==> config.mk <==
export PLATFORM = sky130hd
export DESIGN_NAME = waypoint_follow_p_controller
export DESIGN_NICKNAME = d
export VERILOG_FILES = /design/src/rtl/wfpc_pkg.sv /design/src/rtl/waypoint_follow_p_controller.sv /design/src/rtl/wfpc_ram.sv /design/src/rtl/wfpc_smul.sv /design/src/rtl/wfpc_cordic.sv
export SDC_FILE = /design/constraint.sdc
export NUM_CORES = 2
export LEC_CHECK = 0
export BUFFER_PORTS_ARGS = -buffer_cell sky130_fd_sc_hd__buf_4
export CAP_MARGIN = 20
export CORE_ASPECT_RATIO = 2
export CORE_MARGIN = 2
export CORE_UTILIZATION = 30
export CTS_CLUSTER_SIZE = 10
export DETAILED_ROUTE_END_ITERATION = 16
export GPL_ROUTABILITY_DRIVEN = 1
export SKIP_LAST_GASP = 1
export SLEW_MARGIN = 20
export SYNTH_ARGS = -nofsm -noshare
export SYNTH_HDL_FRONTEND = slang
export SYNTH_HIERARCHICAL = 1
export SYNTH_SLANG_ARGS = --single-unit
export TNS_END_PERCENT = 50
==> constraint.sdc <==
create_clock -name i_clk -period 14.4 [get_ports i_clk]
set_clock_uncertainty 0.05 [all_clocks]
set_input_delay 0.72 -clock i_clk [delete_from_list [all_inputs] [get_ports i_clk]]
set_output_delay 0.72 -clock i_clk [all_outputs]
set_load 0.02 [all_outputs]
==> src/rtl/wfpc_pkg.sv <==
// ----------------------------------------------------------------------------
// wfpc_pkg
// Shared types, widths and constants of the waypoint-following controller.
// ----------------------------------------------------------------------------
package wfpc_pkg;

    // Signed offset between a waypoint and the pose, Q8.8.
    localparam int D_W   = 17;
    // Squared distance, Q.16.
    localparam int SQ_W  = 33;
    // Serial multiplier operand B and product widths.
    localparam int MB_W  = 17;
    localparam int P_W   = SQ_W + MB_W;
    // CORDIC datapath widths.
    localparam int XY_W  = 28;
    localparam int Z_W   = 34;
    localparam int ANG_W = 16;
    // Entries in the arctangent table and bits of its index.
    localparam int ATAN_N  = 24;
    localparam int ATAN_IW = 5;

    localparam logic signed [D_W-1:0] PI_Q12     = 17'sd12868;
    localparam logic signed [D_W-1:0] TWO_PI_Q12 = 17'sd25736;
    localparam logic signed [Z_W-1:0] HALF_PI_Q30 = 34'sd1686629713;

    typedef enum logic [2:0] {
        REG_LIN_GAIN    = 3'd0,
        REG_ANG_GAIN    = 3'd1,
        REG_ACCEPT_SQ   = 3'd2,
        REG_MAX_HEAD    = 3'd3,
        REG_MAX_LIN     = 3'd4,
        REG_MAX_TURN    = 3'd5,
        REG_ARRIVAL     = 3'd6,
        REG_WP_COUNT    = 3'd7
    } t_reg_idx;

    // atan(2^-i) in Q.30, truncated.
    function automatic logic signed [Z_W-1:0] atan_q30(input logic [ATAN_IW-1:0] idx);
        logic signed [Z_W-1:0] v;
        case (idx)
            5'd0:    v = 34'sh03243F6A8;
            5'd1:    v = 34'sh01DAC6705;
            5'd2:    v = 34'sh00FADBAFC;
            5'd3:    v = 34'sh007F56EA6;
            5'd4:    v = 34'sh003FEAB76;
            5'd5:    v = 34'sh001FFD55B;
            5'd6:    v = 34'sh000FFFAAA;
            5'd7:    v = 34'sh0007FFF55;
            5'd8:    v = 34'sh0003FFFEA;
            5'd9:    v = 34'sh0001FFFFD;
            5'd10:   v = 34'sh0000FFFFF;
            5'd11:   v = 34'sh00007FFFF;
            5'd12:   v = 34'sh00003FFFF;
            5'd13:   v = 34'sh00001FFFF;
            5'd14:   v = 34'sh00000FFFF;
            5'd15:   v = 34'sh000007FFF;
            5'd16:   v = 34'sh000003FFF;
            5'd17:   v = 34'sh000001FFF;
            5'd18:   v = 34'sh000000FFF;
            5'd19:   v = 34'sh0000007FF;
            5'd20:   v = 34'sh0000003FF;
            5'd21:   v = 34'sh0000001FF;
            5'd22:   v = 34'sh0000000FF;
            5'd23:   v = 34'sh00000007F;
            default: v = '0;
        endcase
        return v;
    endfunction

endpackage

==> src/rtl/waypoint_follow_p_controller.sv <==
// ----------------------------------------------------------------------------
// waypoint_follow_p_controller
// Proportional controller that steers a robot along a cyclic waypoint table.
// ----------------------------------------------------------------------------
//
//  Channel  Direction  Handshake          Payload
//  -------  ---------  -----------------  ------------------------------------
//  input    in         i_valid / o_stall  operation, slot, coord_x/y, heading
//  output   out        o_valid / i_stall  linear_cmd, angular_cmd, target_slot
//  config   in         APB (psel ...)     eight control registers
//
// A waypoint load completes in the cycle it is accepted. A pose transaction
// runs through one RAM read and two 17-step serial squarings per distance,
// once per waypoint plus once more for the chosen one on the first pose and
// once per skipped waypoint after that, then a CORDIC run and up to two
// more multiplications on the shared bit-serial multiplier.
// Reset is synchronous and active low; it restores the register defaults and
// clears the pursuit state but leaves the waypoint RAM unwritten.
// The output sits in a register, so a stalled result does not stop the next
// transaction from being accepted; only a second result waits for it.
// ----------------------------------------------------------------------------
module waypoint_follow_p_controller #(
    parameter int MAX_WAYPOINTS = 8,
    parameter int CORDIC_STEPS  = 16
) (
    input  logic               i_clk,
    input  logic               i_rst_n,
    // Input channel
    input  logic               i_valid,
    output logic               o_stall,
    input  logic               i_operation,
    input  logic [2:0]         i_slot,
    input  logic signed [15:0] i_coord_x,
    input  logic signed [15:0] i_coord_y,
    input  logic signed [14:0] i_heading,
    // Output channel
    output logic               o_valid,
    input  logic               i_stall,
    output logic signed [13:0] o_linear_cmd,
    output logic signed [14:0] o_angular_cmd,
    output logic [2:0]         o_target_slot,
    // Configuration port
    input  logic               psel,
    input  logic               penable,
    input  logic               pwrite,
    input  logic [4:0]         paddr,
    input  logic [31:0]        pwdata,
    output logic [31:0]        prdata,
    output logic               pready
);

    localparam int AW = $clog2(MAX_WAYPOINTS);
    localparam int CW = $clog2(MAX_WAYPOINTS + 1);

    typedef enum logic [3:0] {
        S_IDLE, S_RD, S_DIFF, S_SQX, S_SQY, S_EVAL, S_CORD, S_ANG, S_LIN, S_FIN
    } t_state;

    // Configuration registers.
    logic [15:0]        r_lin_gain;
    logic [15:0]        r_ang_gain;
    logic [31:0]        r_accept;
    logic [13:0]        r_max_head;
    logic [12:0]        r_max_lin;
    logic [13:0]        r_max_turn;
    logic signed [13:0] r_arrival;
    logic [3:0]         r_wp_count;

    // Controller state.
    t_state                        r_state;
    logic                          r_have_pose;
    logic                          r_near;
    logic [AW-1:0]                 r_cur;
    logic [AW-1:0]                 r_idx;
    logic [CW-1:0]                 r_n;
    logic [CW-1:0]                 r_try;
    logic signed [15:0]            r_px;
    logic signed [15:0]            r_py;
    logic signed [14:0]            r_hd;
    logic signed [wfpc_pkg::D_W-1:0] r_dx;
    logic signed [wfpc_pkg::D_W-1:0] r_dy;
    logic [wfpc_pkg::SQ_W-1:0]     r_sq;
    logic [wfpc_pkg::SQ_W-1:0]     r_best;
    logic signed [14:0]            r_err;
    logic signed [14:0]            r_ang;
    logic signed [39:0]            r_lin_raw;
    logic signed [13:0]            r_held;
    logic                          r_mul_start;
    logic [wfpc_pkg::SQ_W-1:0]     r_mul_a;
    logic [wfpc_pkg::MB_W-1:0]     r_mul_b;
    logic                          r_cor_start;
    logic                          r_o_valid;
    logic signed [13:0]            r_o_lin;
    logic signed [14:0]            r_o_ang;
    logic [2:0]                    r_o_slot;

    // Datapath wires.
    logic                           cfg_wr;
    logic                           in_acc;
    logic                           out_free;
    logic                           ram_we;
    logic [31:0]                    ram_rdata;
    logic [CW-1:0]                  n_c;
    logic [AW-1:0]                  cur_cl;
    logic signed [wfpc_pkg::D_W-1:0] dx_c;
    logic signed [wfpc_pkg::D_W-1:0] dy_c;
    logic [wfpc_pkg::D_W-1:0]       adx;
    logic [wfpc_pkg::D_W-1:0]       ady;
    logic                           mul_done;
    logic [wfpc_pkg::P_W-1:0]       mul_prod;
    logic                           cor_done;
    logic signed [wfpc_pkg::ANG_W-1:0] cor_angle;
    logic signed [wfpc_pkg::D_W-1:0] e_raw;
    logic signed [wfpc_pkg::D_W-1:0] e_wrap;
    logic [14:0]                    e_abs15;
    logic [13:0]                    abs_err;
    logic signed [31:0]             ang_s;
    logic signed [31:0]             ang_r;
    logic signed [31:0]             turn_lim;
    logic signed [14:0]             ang_clip;
    logic [wfpc_pkg::P_W-1:0]       lin_rnd;
    logic signed [39:0]             lin_c;
    logic signed [39:0]             lin_lim;
    logic signed [13:0]             lin_clip;
    logic                           best_take;
    logic [AW-1:0]                  near_cur;
    logic [AW-1:0]                  next_slot;
    logic                           slot_ok;

    assign pready   = 1'b1;
    assign cfg_wr   = psel && penable && pwrite;
    assign in_acc   = i_valid && !o_stall;
    assign out_free = !r_o_valid || !i_stall;
    assign o_stall  = (r_state != S_IDLE);

    // ------------------------------------------------------------------
    // Configuration registers
    // ------------------------------------------------------------------
    always_ff @(posedge i_clk) begin
        if (!i_rst_n) begin
            r_lin_gain <= 16'd256;
            r_ang_gain <= 16'd768;
            r_accept   <= 32'd6554;
            r_max_head <= 14'd2145;
            r_max_lin  <= 13'd2048;
            r_max_turn <= 14'd4669;
            r_arrival  <= '0;
            r_wp_count <= 4'd7;
        end else if (cfg_wr) begin
            case (wfpc_pkg::t_reg_idx'(paddr[4:2]))
                wfpc_pkg::REG_LIN_GAIN:  r_lin_gain <= pwdata[15:0];
                wfpc_pkg::REG_ANG_GAIN:  r_ang_gain <= pwdata[15:0];
                wfpc_pkg::REG_ACCEPT_SQ: r_accept   <= pwdata;
                wfpc_pkg::REG_MAX_HEAD:  r_max_head <= pwdata[13:0];
                wfpc_pkg::REG_MAX_LIN:   r_max_lin  <= pwdata[12:0];
                wfpc_pkg::REG_MAX_TURN:  r_max_turn <= pwdata[13:0];
                wfpc_pkg::REG_ARRIVAL:   r_arrival  <= pwdata[13:0];
                wfpc_pkg::REG_WP_COUNT:  r_wp_count <= pwdata[3:0];
                default: ;
            endcase
        end
    end

    always_comb begin
        case (wfpc_pkg::t_reg_idx'(paddr[4:2]))
            wfpc_pkg::REG_LIN_GAIN:  prdata = {16'd0, r_lin_gain};
            wfpc_pkg::REG_ANG_GAIN:  prdata = {16'd0, r_ang_gain};
            wfpc_pkg::REG_ACCEPT_SQ: prdata = r_accept;
            wfpc_pkg::REG_MAX_HEAD:  prdata = {18'd0, r_max_head};
            wfpc_pkg::REG_MAX_LIN:   prdata = {19'd0, r_max_lin};
            wfpc_pkg::REG_MAX_TURN:  prdata = {18'd0, r_max_turn};
            wfpc_pkg::REG_ARRIVAL:   prdata = {18'd0, r_arrival};
            wfpc_pkg::REG_WP_COUNT:  prdata = {28'd0, r_wp_count};
            default:                 prdata = '0;
        endcase
    end

    // ------------------------------------------------------------------
    // Waypoint table: {x, y} per entry. Slots past the table are dropped.
    // ------------------------------------------------------------------
    assign slot_ok = ({29'd0, i_slot} < 32'(MAX_WAYPOINTS));
    assign ram_we  = in_acc && !i_operation && slot_ok;

    wfpc_ram #(
        .WIDTH (32),
        .DEPTH (MAX_WAYPOINTS)
    ) u_ram (
        .i_clk   (i_clk),
        .i_we    (ram_we),
        .i_waddr (AW'(i_slot)),
        .i_wdata ({i_coord_x, i_coord_y}),
        .i_raddr (r_idx),
        .o_rdata (ram_rdata)
    );

    // One multiplier serves the squares and both gain products.
    wfpc_smul #(
        .WA (wfpc_pkg::SQ_W),
        .WB (wfpc_pkg::MB_W)
    ) u_mul (
        .i_clk   (i_clk),
        .i_rst_n (i_rst_n),
        .i_start (r_mul_start),
        .i_a     (r_mul_a),
        .i_b     (r_mul_b),
        .o_done  (mul_done),
        .o_prod  (mul_prod)
    );

    wfpc_cordic #(
        .STEPS (CORDIC_STEPS)
    ) u_cordic (
        .i_clk   (i_clk),
        .i_rst_n (i_rst_n),
        .i_start (r_cor_start),
        .i_dx    (r_dx),
        .i_dy    (r_dy),
        .o_done  (cor_done),
        .o_angle (cor_angle)
    );

    // ------------------------------------------------------------------
    // Datapath
    // ------------------------------------------------------------------
    always_comb begin
        // Effective waypoint count: zero acts as one, large values saturate.
        if (r_wp_count == '0) begin
            n_c = CW'(1);
        end else if (32'(r_wp_count) > 32'(MAX_WAYPOINTS)) begin
            n_c = CW'(MAX_WAYPOINTS);
        end else begin
            n_c = CW'(r_wp_count);
        end
        cur_cl = (32'(r_cur) >= 32'(n_c)) ? '0 : r_cur;

        dx_c = {ram_rdata[31], ram_rdata[31:16]} - {r_px[15], r_px};
        dy_c = {ram_rdata[15], ram_rdata[15:0]} - {r_py[15], r_py};
        adx  = dx_c[wfpc_pkg::D_W-1] ? -dx_c : dx_c;
        ady  = dy_c[wfpc_pkg::D_W-1] ? -dy_c : dy_c;

        // Heading error, wrapped once into (-pi, pi].
        e_raw = {cor_angle[wfpc_pkg::ANG_W-1], cor_angle} - {{2{r_hd[14]}}, r_hd};
        if (e_raw > wfpc_pkg::PI_Q12) begin
            e_wrap = e_raw - wfpc_pkg::TWO_PI_Q12;
        end else if (e_raw <= -wfpc_pkg::PI_Q12) begin
            e_wrap = e_raw + wfpc_pkg::TWO_PI_Q12;
        end else begin
            e_wrap = e_raw;
        end
        e_abs15 = r_err[14] ? -r_err : r_err;
        abs_err = e_abs15[13:0];

        // Angular command: sign restored, rounded half up, clipped.
        ang_s    = r_err[14] ? -{1'b0, mul_prod[30:0]} : {1'b0, mul_prod[30:0]};
        ang_r    = (ang_s + 32'sd128) >>> 8;
        turn_lim = {18'd0, r_max_turn};
        if (ang_r > turn_lim) begin
            ang_clip = turn_lim[14:0];
        end else if (ang_r < -turn_lim) begin
            ang_clip = -turn_lim[14:0];
        end else begin
            ang_clip = ang_r[14:0];
        end

        // Linear command before clipping.
        lin_rnd = mul_prod + wfpc_pkg::P_W'(2048);
        lin_c   = {2'b00, lin_rnd[49:12]} + {{26{r_arrival[13]}}, r_arrival};
        lin_lim = {27'd0, r_max_lin};
        if (r_lin_raw > lin_lim) begin
            lin_clip = lin_lim[13:0];
        end else if (r_lin_raw < -lin_lim) begin
            lin_clip = -lin_lim[13:0];
        end else begin
            lin_clip = r_lin_raw[13:0];
        end

        // Nearest search keeps the lowest index on ties.
        best_take = (r_idx == '0) || (r_sq < r_best);
        near_cur  = best_take ? r_idx : r_cur;
        next_slot = (32'(r_cur) + 32'd1 >= 32'(r_n)) ? '0 : r_cur + AW'(1);
    end

    // ------------------------------------------------------------------
    // Sequencer
    // ------------------------------------------------------------------
    always_ff @(posedge i_clk) begin
        if (!i_rst_n) begin
            r_state     <= S_IDLE;
            r_have_pose <= 1'b0;
            r_near      <= 1'b0;
            r_cur       <= '0;
            r_idx       <= '0;
            r_n         <= CW'(1);
            r_try       <= '0;
            r_held      <= '0;
            r_mul_start <= 1'b0;
            r_cor_start <= 1'b0;
            r_o_valid   <= 1'b0;
        end else begin
            r_mul_start <= 1'b0;
            r_cor_start <= 1'b0;
            if (out_free && r_state != S_FIN) begin
                r_o_valid <= 1'b0;
            end
            case (r_state)
                S_IDLE: begin
                    if (in_acc && i_operation) begin
                        r_px  <= i_coord_x;
                        r_py  <= i_coord_y;
                        r_hd  <= i_heading;
                        r_n   <= n_c;
                        r_cur <= cur_cl;
                        r_try <= '0;
                        if (!r_have_pose) begin
                            r_near <= 1'b1;
                            r_idx  <= '0;
                        end else begin
                            r_near <= 1'b0;
                            r_idx  <= cur_cl;
                        end
                        r_state <= S_RD;
                    end
                end
                S_RD: begin
                    r_state <= S_DIFF;
                end
                S_DIFF: begin
                    r_dx        <= dx_c;
                    r_dy        <= dy_c;
                    r_mul_a     <= wfpc_pkg::SQ_W'(adx);
                    r_mul_b     <= adx;
                    r_mul_start <= 1'b1;
                    r_state     <= S_SQX;
                end
                S_SQX: begin
                    if (mul_done) begin
                        r_sq        <= mul_prod[wfpc_pkg::SQ_W-1:0];
                        r_mul_a     <= wfpc_pkg::SQ_W'(ady);
                        r_mul_b     <= ady;
                        r_mul_start <= 1'b1;
                        r_state     <= S_SQY;
                    end
                end
                S_SQY: begin
                    if (mul_done) begin
                        r_sq    <= r_sq + mul_prod[wfpc_pkg::SQ_W-1:0];
                        r_state <= S_EVAL;
                    end
                end
                S_EVAL: begin
                    if (r_near) begin
                        if (best_take) begin
                            r_best <= r_sq;
                        end
                        r_cur <= near_cur;
                        if (32'(r_idx) + 32'd1 < 32'(r_n)) begin
                            r_idx <= r_idx + AW'(1);
                        end else begin
                            r_have_pose <= 1'b1;
                            r_near      <= 1'b0;
                            r_idx       <= near_cur;
                        end
                        r_state <= S_RD;
                    end else if (r_sq >= {1'b0, r_accept}) begin
                        r_cor_start <= 1'b1;
                        r_state     <= S_CORD;
                    end else begin
                        r_cur <= next_slot;
                        r_idx <= next_slot;
                        r_try <= r_try + CW'(1);
                        // Every waypoint lies inside: no result.
                        if (32'(r_try) + 32'd1 == 32'(r_n)) begin
                            r_state <= S_IDLE;
                        end else begin
                            r_state <= S_RD;
                        end
                    end
                end
                S_CORD: begin
                    if (cor_done) begin
                        r_err       <= e_wrap[14:0];
                        r_mul_a     <= wfpc_pkg::SQ_W'(e_wrap[14] ? -e_wrap : e_wrap);
                        r_mul_b     <= {1'b0, r_ang_gain};
                        r_mul_start <= 1'b1;
                        r_state     <= S_ANG;
                    end
                end
                S_ANG: begin
                    if (mul_done) begin
                        r_ang <= ang_clip;
                        if (abs_err < r_max_head) begin
                            r_mul_a     <= r_sq;
                            r_mul_b     <= {1'b0, r_lin_gain};
                            r_mul_start <= 1'b1;
                            r_state     <= S_LIN;
                        end else begin
                            r_lin_raw <= {{26{r_held[13]}}, r_held};
                            r_state   <= S_FIN;
                        end
                    end
                end
                S_LIN: begin
                    if (mul_done) begin
                        r_lin_raw <= lin_c;
                        r_state   <= S_FIN;
                    end
                end
                S_FIN: begin
                    if (out_free) begin
                        r_held    <= lin_clip;
                        r_o_lin   <= lin_clip;
                        r_o_ang   <= r_ang;
                        r_o_slot  <= 3'(r_cur);
                        r_o_valid <= 1'b1;
                        r_state   <= S_IDLE;
                    end
                end
                default: begin
                    r_state <= S_IDLE;
                end
            endcase
        end
    end

    assign o_valid       = r_o_valid;
    assign o_linear_cmd  = r_o_lin;
    assign o_angular_cmd = r_o_ang;
    assign o_target_slot = r_o_slot;

endmodule

==> src/rtl/wfpc_ram.sv <==
// ----------------------------------------------------------------------------
// wfpc_ram
// Generic single-write, single-read RAM with a registered read port.
// ----------------------------------------------------------------------------
module wfpc_ram #(
    parameter int WIDTH = 32,
    parameter int DEPTH = 8
) (
    input  logic                     i_clk,
    input  logic                     i_we,
    input  logic [$clog2(DEPTH)-1:0] i_waddr,
    input  logic [WIDTH-1:0]         i_wdata,
    input  logic [$clog2(DEPTH)-1:0] i_raddr,
    output logic [WIDTH-1:0]         o_rdata
);

    logic [WIDTH-1:0] r_mem [DEPTH];
    logic [WIDTH-1:0] r_rdata;

    always_ff @(posedge i_clk) begin
        if (i_we) begin
            r_mem[i_waddr] <= i_wdata;
        end
        r_rdata <= r_mem[i_raddr];
    end

    assign o_rdata = r_rdata;

endmodule

==> src/rtl/wfpc_smul.sv <==
// ----------------------------------------------------------------------------
// wfpc_smul
// Unsigned shift-add multiplier that retires one bit of B per cycle.
// ----------------------------------------------------------------------------
module wfpc_smul #(
    parameter int WA = 33,
    parameter int WB = 17
) (
    input  logic             i_clk,
    input  logic             i_rst_n,
    input  logic             i_start,
    input  logic [WA-1:0]    i_a,
    input  logic [WB-1:0]    i_b,
    output logic             o_done,
    output logic [WA+WB-1:0] o_prod
);

    localparam int CNT_W = $clog2(WB + 1);

    logic [WA+WB-1:0] r_acc;
    logic [WA-1:0]    r_a;
    logic [CNT_W-1:0] r_cnt;
    logic             r_done;
    logic [WA:0]      sum;

    // Add the multiplicand into the upper half when the retiring bit is set.
    always_comb begin
        sum = {1'b0, r_acc[WA+WB-1:WB]} + (r_acc[0] ? {1'b0, r_a} : '0);
    end

    always_ff @(posedge i_clk) begin
        if (!i_rst_n) begin
            r_cnt  <= '0;
            r_done <= 1'b0;
        end else begin
            r_done <= 1'b0;
            if (i_start) begin
                r_acc <= {{WA{1'b0}}, i_b};
                r_a   <= i_a;
                r_cnt <= CNT_W'(WB);
            end else if (r_cnt != '0) begin
                r_acc <= {sum, r_acc[WB-1:1]};
                r_cnt <= r_cnt - CNT_W'(1);
                if (r_cnt == CNT_W'(1)) begin
                    r_done <= 1'b1;
                end
            end
        end
    end

    assign o_done = r_done;
    assign o_prod = r_acc;

endmodule

==> src/rtl/wfpc_cordic.sv <==
// ----------------------------------------------------------------------------
// wfpc_cordic
// Iterative vectoring CORDIC: atan2 of an offset, one rotation per cycle.
// ----------------------------------------------------------------------------
module wfpc_cordic #(
    parameter int STEPS = 16
) (
    input  logic                                      i_clk,
    input  logic                                      i_rst_n,
    input  logic                                      i_start,
    input  logic signed [wfpc_pkg::D_W-1:0]           i_dx,
    input  logic signed [wfpc_pkg::D_W-1:0]           i_dy,
    output logic                                      o_done,
    output logic signed [wfpc_pkg::ANG_W-1:0]         o_angle
);

    localparam int N = (STEPS < wfpc_pkg::ATAN_N) ? STEPS : wfpc_pkg::ATAN_N;

    logic                                r_busy;
    logic                                r_done;
    logic [wfpc_pkg::ATAN_IW-1:0]        r_i;
    logic signed [wfpc_pkg::XY_W-1:0]    r_x;
    logic signed [wfpc_pkg::XY_W-1:0]    r_y;
    logic signed [wfpc_pkg::Z_W-1:0]     r_z;
    logic signed [wfpc_pkg::XY_W-1:0]    x0;
    logic signed [wfpc_pkg::XY_W-1:0]    y0;
    logic signed [wfpc_pkg::XY_W-1:0]    xs;
    logic signed [wfpc_pkg::XY_W-1:0]    ys;
    logic signed [wfpc_pkg::Z_W-1:0]     z_round;

    always_comb begin
        x0      = {{3{i_dx[wfpc_pkg::D_W-1]}}, i_dx, 8'd0};
        y0      = {{3{i_dy[wfpc_pkg::D_W-1]}}, i_dy, 8'd0};
        xs      = r_x >>> r_i;
        ys      = r_y >>> r_i;
        z_round = r_z + wfpc_pkg::Z_W'(1 << 17);
    end

    always_ff @(posedge i_clk) begin
        if (!i_rst_n) begin
            r_busy <= 1'b0;
            r_done <= 1'b0;
            r_i    <= '0;
        end else begin
            r_done <= 1'b0;
            if (i_start) begin
                r_i <= '0;
                if (i_dx == '0 && i_dy == '0) begin
                    r_z    <= '0;
                    r_done <= 1'b1;
                end else begin
                    r_busy <= 1'b1;
                    if (i_dx[wfpc_pkg::D_W-1]) begin
                        // Left half plane: rotate a quarter turn first.
                        if (!i_dy[wfpc_pkg::D_W-1]) begin
                            r_x <= y0;
                            r_y <= -x0;
                            r_z <= wfpc_pkg::HALF_PI_Q30;
                        end else begin
                            r_x <= -y0;
                            r_y <= x0;
                            r_z <= -wfpc_pkg::HALF_PI_Q30;
                        end
                    end else begin
                        r_x <= x0;
                        r_y <= y0;
                        r_z <= '0;
                    end
                end
            end else if (r_busy) begin
                if (!r_y[wfpc_pkg::XY_W-1]) begin
                    r_x <= r_x + ys;
                    r_y <= r_y - xs;
                    r_z <= r_z + wfpc_pkg::atan_q30(r_i);
                end else begin
                    r_x <= r_x - ys;
                    r_y <= r_y + xs;
                    r_z <= r_z - wfpc_pkg::atan_q30(r_i);
                end
                r_i <= r_i + wfpc_pkg::ATAN_IW'(1);
                if (r_i == wfpc_pkg::ATAN_IW'(N - 1)) begin
                    r_busy <= 1'b0;
                    r_done <= 1'b1;
                end
            end
        end
    end

    assign o_done  = r_done;
    assign o_angle = z_round[wfpc_pkg::Z_W-1-:wfpc_pkg::ANG_W];

endmodule

==> flow_metrics.tcl <==
set metrics [dict create \
    multi_input_area_mm2 0.0362 \
    wl_per_cell_um 22.6 \
    ys_ff_latch 963 \
    cp.arrival_ns 8.30 \
    fin_util_pct 33.6 \
    dr_total_vias 51774 \
    std_cell_rows 241 \
    root_buffer "clkbuf_16" \
    slew_headroom_pct 14.9 \
    max_freq_mhz 129 \
    p_int_mw 5.98 \
    drive_gt1_share_pct 10.2 \
    dieArea_mm2 0.221 \
    synthTopCellsByArea "edfxtp_1 34%, ha_1 8.9%, dfxtp_1 7.2%" \
    startpoint_type "register" \
    cts_buffer_depth 3 \
    postCtsResizedCells 0 \
    grtUsageTotal_pct 18.7 \
    clk_latency_ns 0.76 \
    rsz0062_at_grt "false" \
    place_congestion 0.964 \
    crit_type "register to register" \
    synthTopCellsByCount "728 x edfxtp_1, 639 x nand2_1, 465 x a21oi_1, 463 x ha_1, 424 x nor2_1" \
    dp_hpwl_um 161000 \
    timing.hold.ws_ns 0.0872 \
    synth.cell_area_mm2 0.0651 \
    avgSynthCellArea_um2 9.99 \
    p_leak_nw 27.0 \
    vias_per_cell 5.47 \
    die-width_um 333 \
    outcome "complete, no violations" \
    wl_met1_um 73400 \
    htree_levels 3 \
    ys_warn_count 6 \
    clock_power_share_pct 27.4 \
    die-height_um 663 \
    met3_length_um 8430 \
    grt_pass1_vias 51868 \
    design.core.area_mm2 0.216 \
    cts_buffers 107 \
    drv_slew 0 \
    drv_cap 0 \
    synth_edf_count 728 \
    ios 162 \
    synthFlopType "edfxtp_1" \
    synth.largest_area_cell "edfxtp_1" \
    worst_pin_slew_ns 1.28 \
    required_ns 14.96 \
    path_clk_slew_ns 0.07 \
    critPathMaxFanout 64 \
    dr.pass1.iters 8 \
    grt_max_degree 89 \
    postRouteWirelength_um 214000 \
    sw_frac_of_total_pct 37.1 \
    synth_top_area_share_pct 33.6 \
    dr.max_layer_used "met5" \
    synthCells 6521 \
    final-setup-viol-count 0 \
    power_switching_mw 3.53 \
    final_cell_count_no_fill 9466 \
    synth_cell_type_count 118 \
    async_flop_share_pct 0 \
    finalCritPeriodShare_pct 53.8 \
    cp-end-kind "register" \
    portBuffers 158 \
    drc 0 \
    drt-initial-drc-count 3401 \
    pwr-share-seq_pct 37.4 \
    worstHoldPathType "primary input to register" \
    area_growth_pct 11.3 \
    final_nets 7142 \
    cts.sinks 963 \
    grt_pass1_wl_um 318000 \
    fin_crit_ns 7.74 \
    wl_met2_um 112000 \
    seq_area_frac_synth_pct 40.8 \
    cts_tree "done" \
    grt_antenna_before_repair 8 \
    dp.cells 9260 \
    hold_viol 0 \
    overflow 0 \
    yosysMostFrequentCell "edfxtp_1" \
    fin_setup_tns_ns 0 \
    postCtsHoldBufs 0 \
    power.density_mw_per_mm2 131 \
    n_fill_cell 21645 \
    drtAntennaViolNets 0 \
    power.total_mw 9.51 \
    initial_core_util_pct 30.2 \
    vdd_drop_max_uv 120 \
    power_frac_comb_pct 35.2 \
    post-cts-setup-buffers 0 \
    syn-num-nets 7088 \
    seq_area_mm2 0.0266 \
]
-- cell type report --
| cell class | count | area share [%] |
|---|---|---|
| antenna | 5 | 0.0173 |
| clock buffer | 193 | 4.16 |
| clock inverter | 8 | 0.235 |
| inverter | 323 | 1.68 |
| multi-input combinational | 4934 | 49.9 |
| sequential | 963 | 36.7 |
| tap | 2794 | 4.82 |
| timing repair buffer | 246 | 2.55 |
-- sequential cells by signal (all words and copies together) (netlist names), 28 cells and up, named ones only --
signal	flops
r_best	33
r_accept	32
u_cordic/r_y	28
r_mul_a	33
u_ram/o_rdata	32
u_mul/r_a	33
u_cordic/r_x	28
u_cordic/r_z	34
u_mul/o_prod	50
r_sq	33
r_lin_raw	40
u_ram/r_mem	256
-- logic make-up (layout without fill, tap and decap cells) --
family / Yosys count / in the layout / synth area share [%]
adder cells (fa/ha/maj): 473 / 473 / 9.19
XOR/XNOR: 472 / 472 / 6.38
AO/OA/AOI/OAI: 1700 / 1700 / 16.9
flip-flops: 963 / 963 / 40.8
multiplexers: 357 / 357 / 8.49
buffers and inverters: 624 / 770 / 3.93
AND/OR/NAND/NOR: 1931 / 1931 / 14.3
other: 1 / 6 / 0.00576
-- critical path: stages (launching register included) --
cell and delay, ns:
dfxtp_4 0.72, buf_4 0.87, mux4_1 0.73, mux4_2 0.49, mux2i_1 0.46, nor2b_1 0.24
nand2b_1 0.17, nor4b_4 0.54, nor2_1 0.10, xor2_1 0.18, ha_1 0.36, a21oi_1 0.23
and3_1 0.20, nor4b_1 0.76, nor3b_1 0.13, a221o_1 0.34, o221ai_1 0.28, o2111ai_1 0.21
xnor3_1 0.35, o21ai_0 0.14
-- layer usage --
layer  vias to the layer above  global-route usage [%]
li1                      24406                       -
met1                     25160                    18.4
met2                      1575                    35.0
met3                       625                    2.00
met4                         8                    15.4
met5                         -                       0
-- power by group through the flow --
stage | clock [mW] | sequential, mW | combinational (mW)
global placement | 0 | 3.61 | 3.25
CTS | 2.67 | 3.56 | 3.32
global route | 2.76 | 3.58 | 3.61
detailed placement | 0 | 3.61 | 3.30
finish | 2.61 | 3.55 | 3.35
floorplan | 0 | 3.48 | 2.28
-- path summary, 6_finish.rpt --
kind | start | to | slack, ns | cells after the start
worst max-delay path | u_cordic/r_i[0] | u_cordic/r_y[27] | 6.66 | 19
worst min-delay path | i_heading[9] | r_hd[9] | 0.09 | 1
worst max register to register | u_cordic/r_i[0] | u_cordic/r_y[27] | 6.66 | 19
worst min register to register | r_ang[6] | o_angular_cmd[6] | 0.36 | 0
-- through the flow --
step | worst slack, ns | cell area [um2]
finish | 6.66 | 72500
global route | 6.28 | 72500
CTS | 6.73 | 72500
detailed placement | 6.79 | 69300
global placement | 6.93 | 69300
floorplan | 4.94 | 65100
-- layout by cell type, fill, tap and decap left out, types with 151 or more instances in the layout --
master and count:
edfxtp_1 728, nor2_1 416, nand2_1 639, o21ai_0 378, xnor2_1 301, buf_4 246
a21oi_1 462, inv_1 314, a21o_1 163, nor3_1 151, dfxtp_1 226, ha_1 463
xor2_1 169
Power figures use the tool's default switching activity.
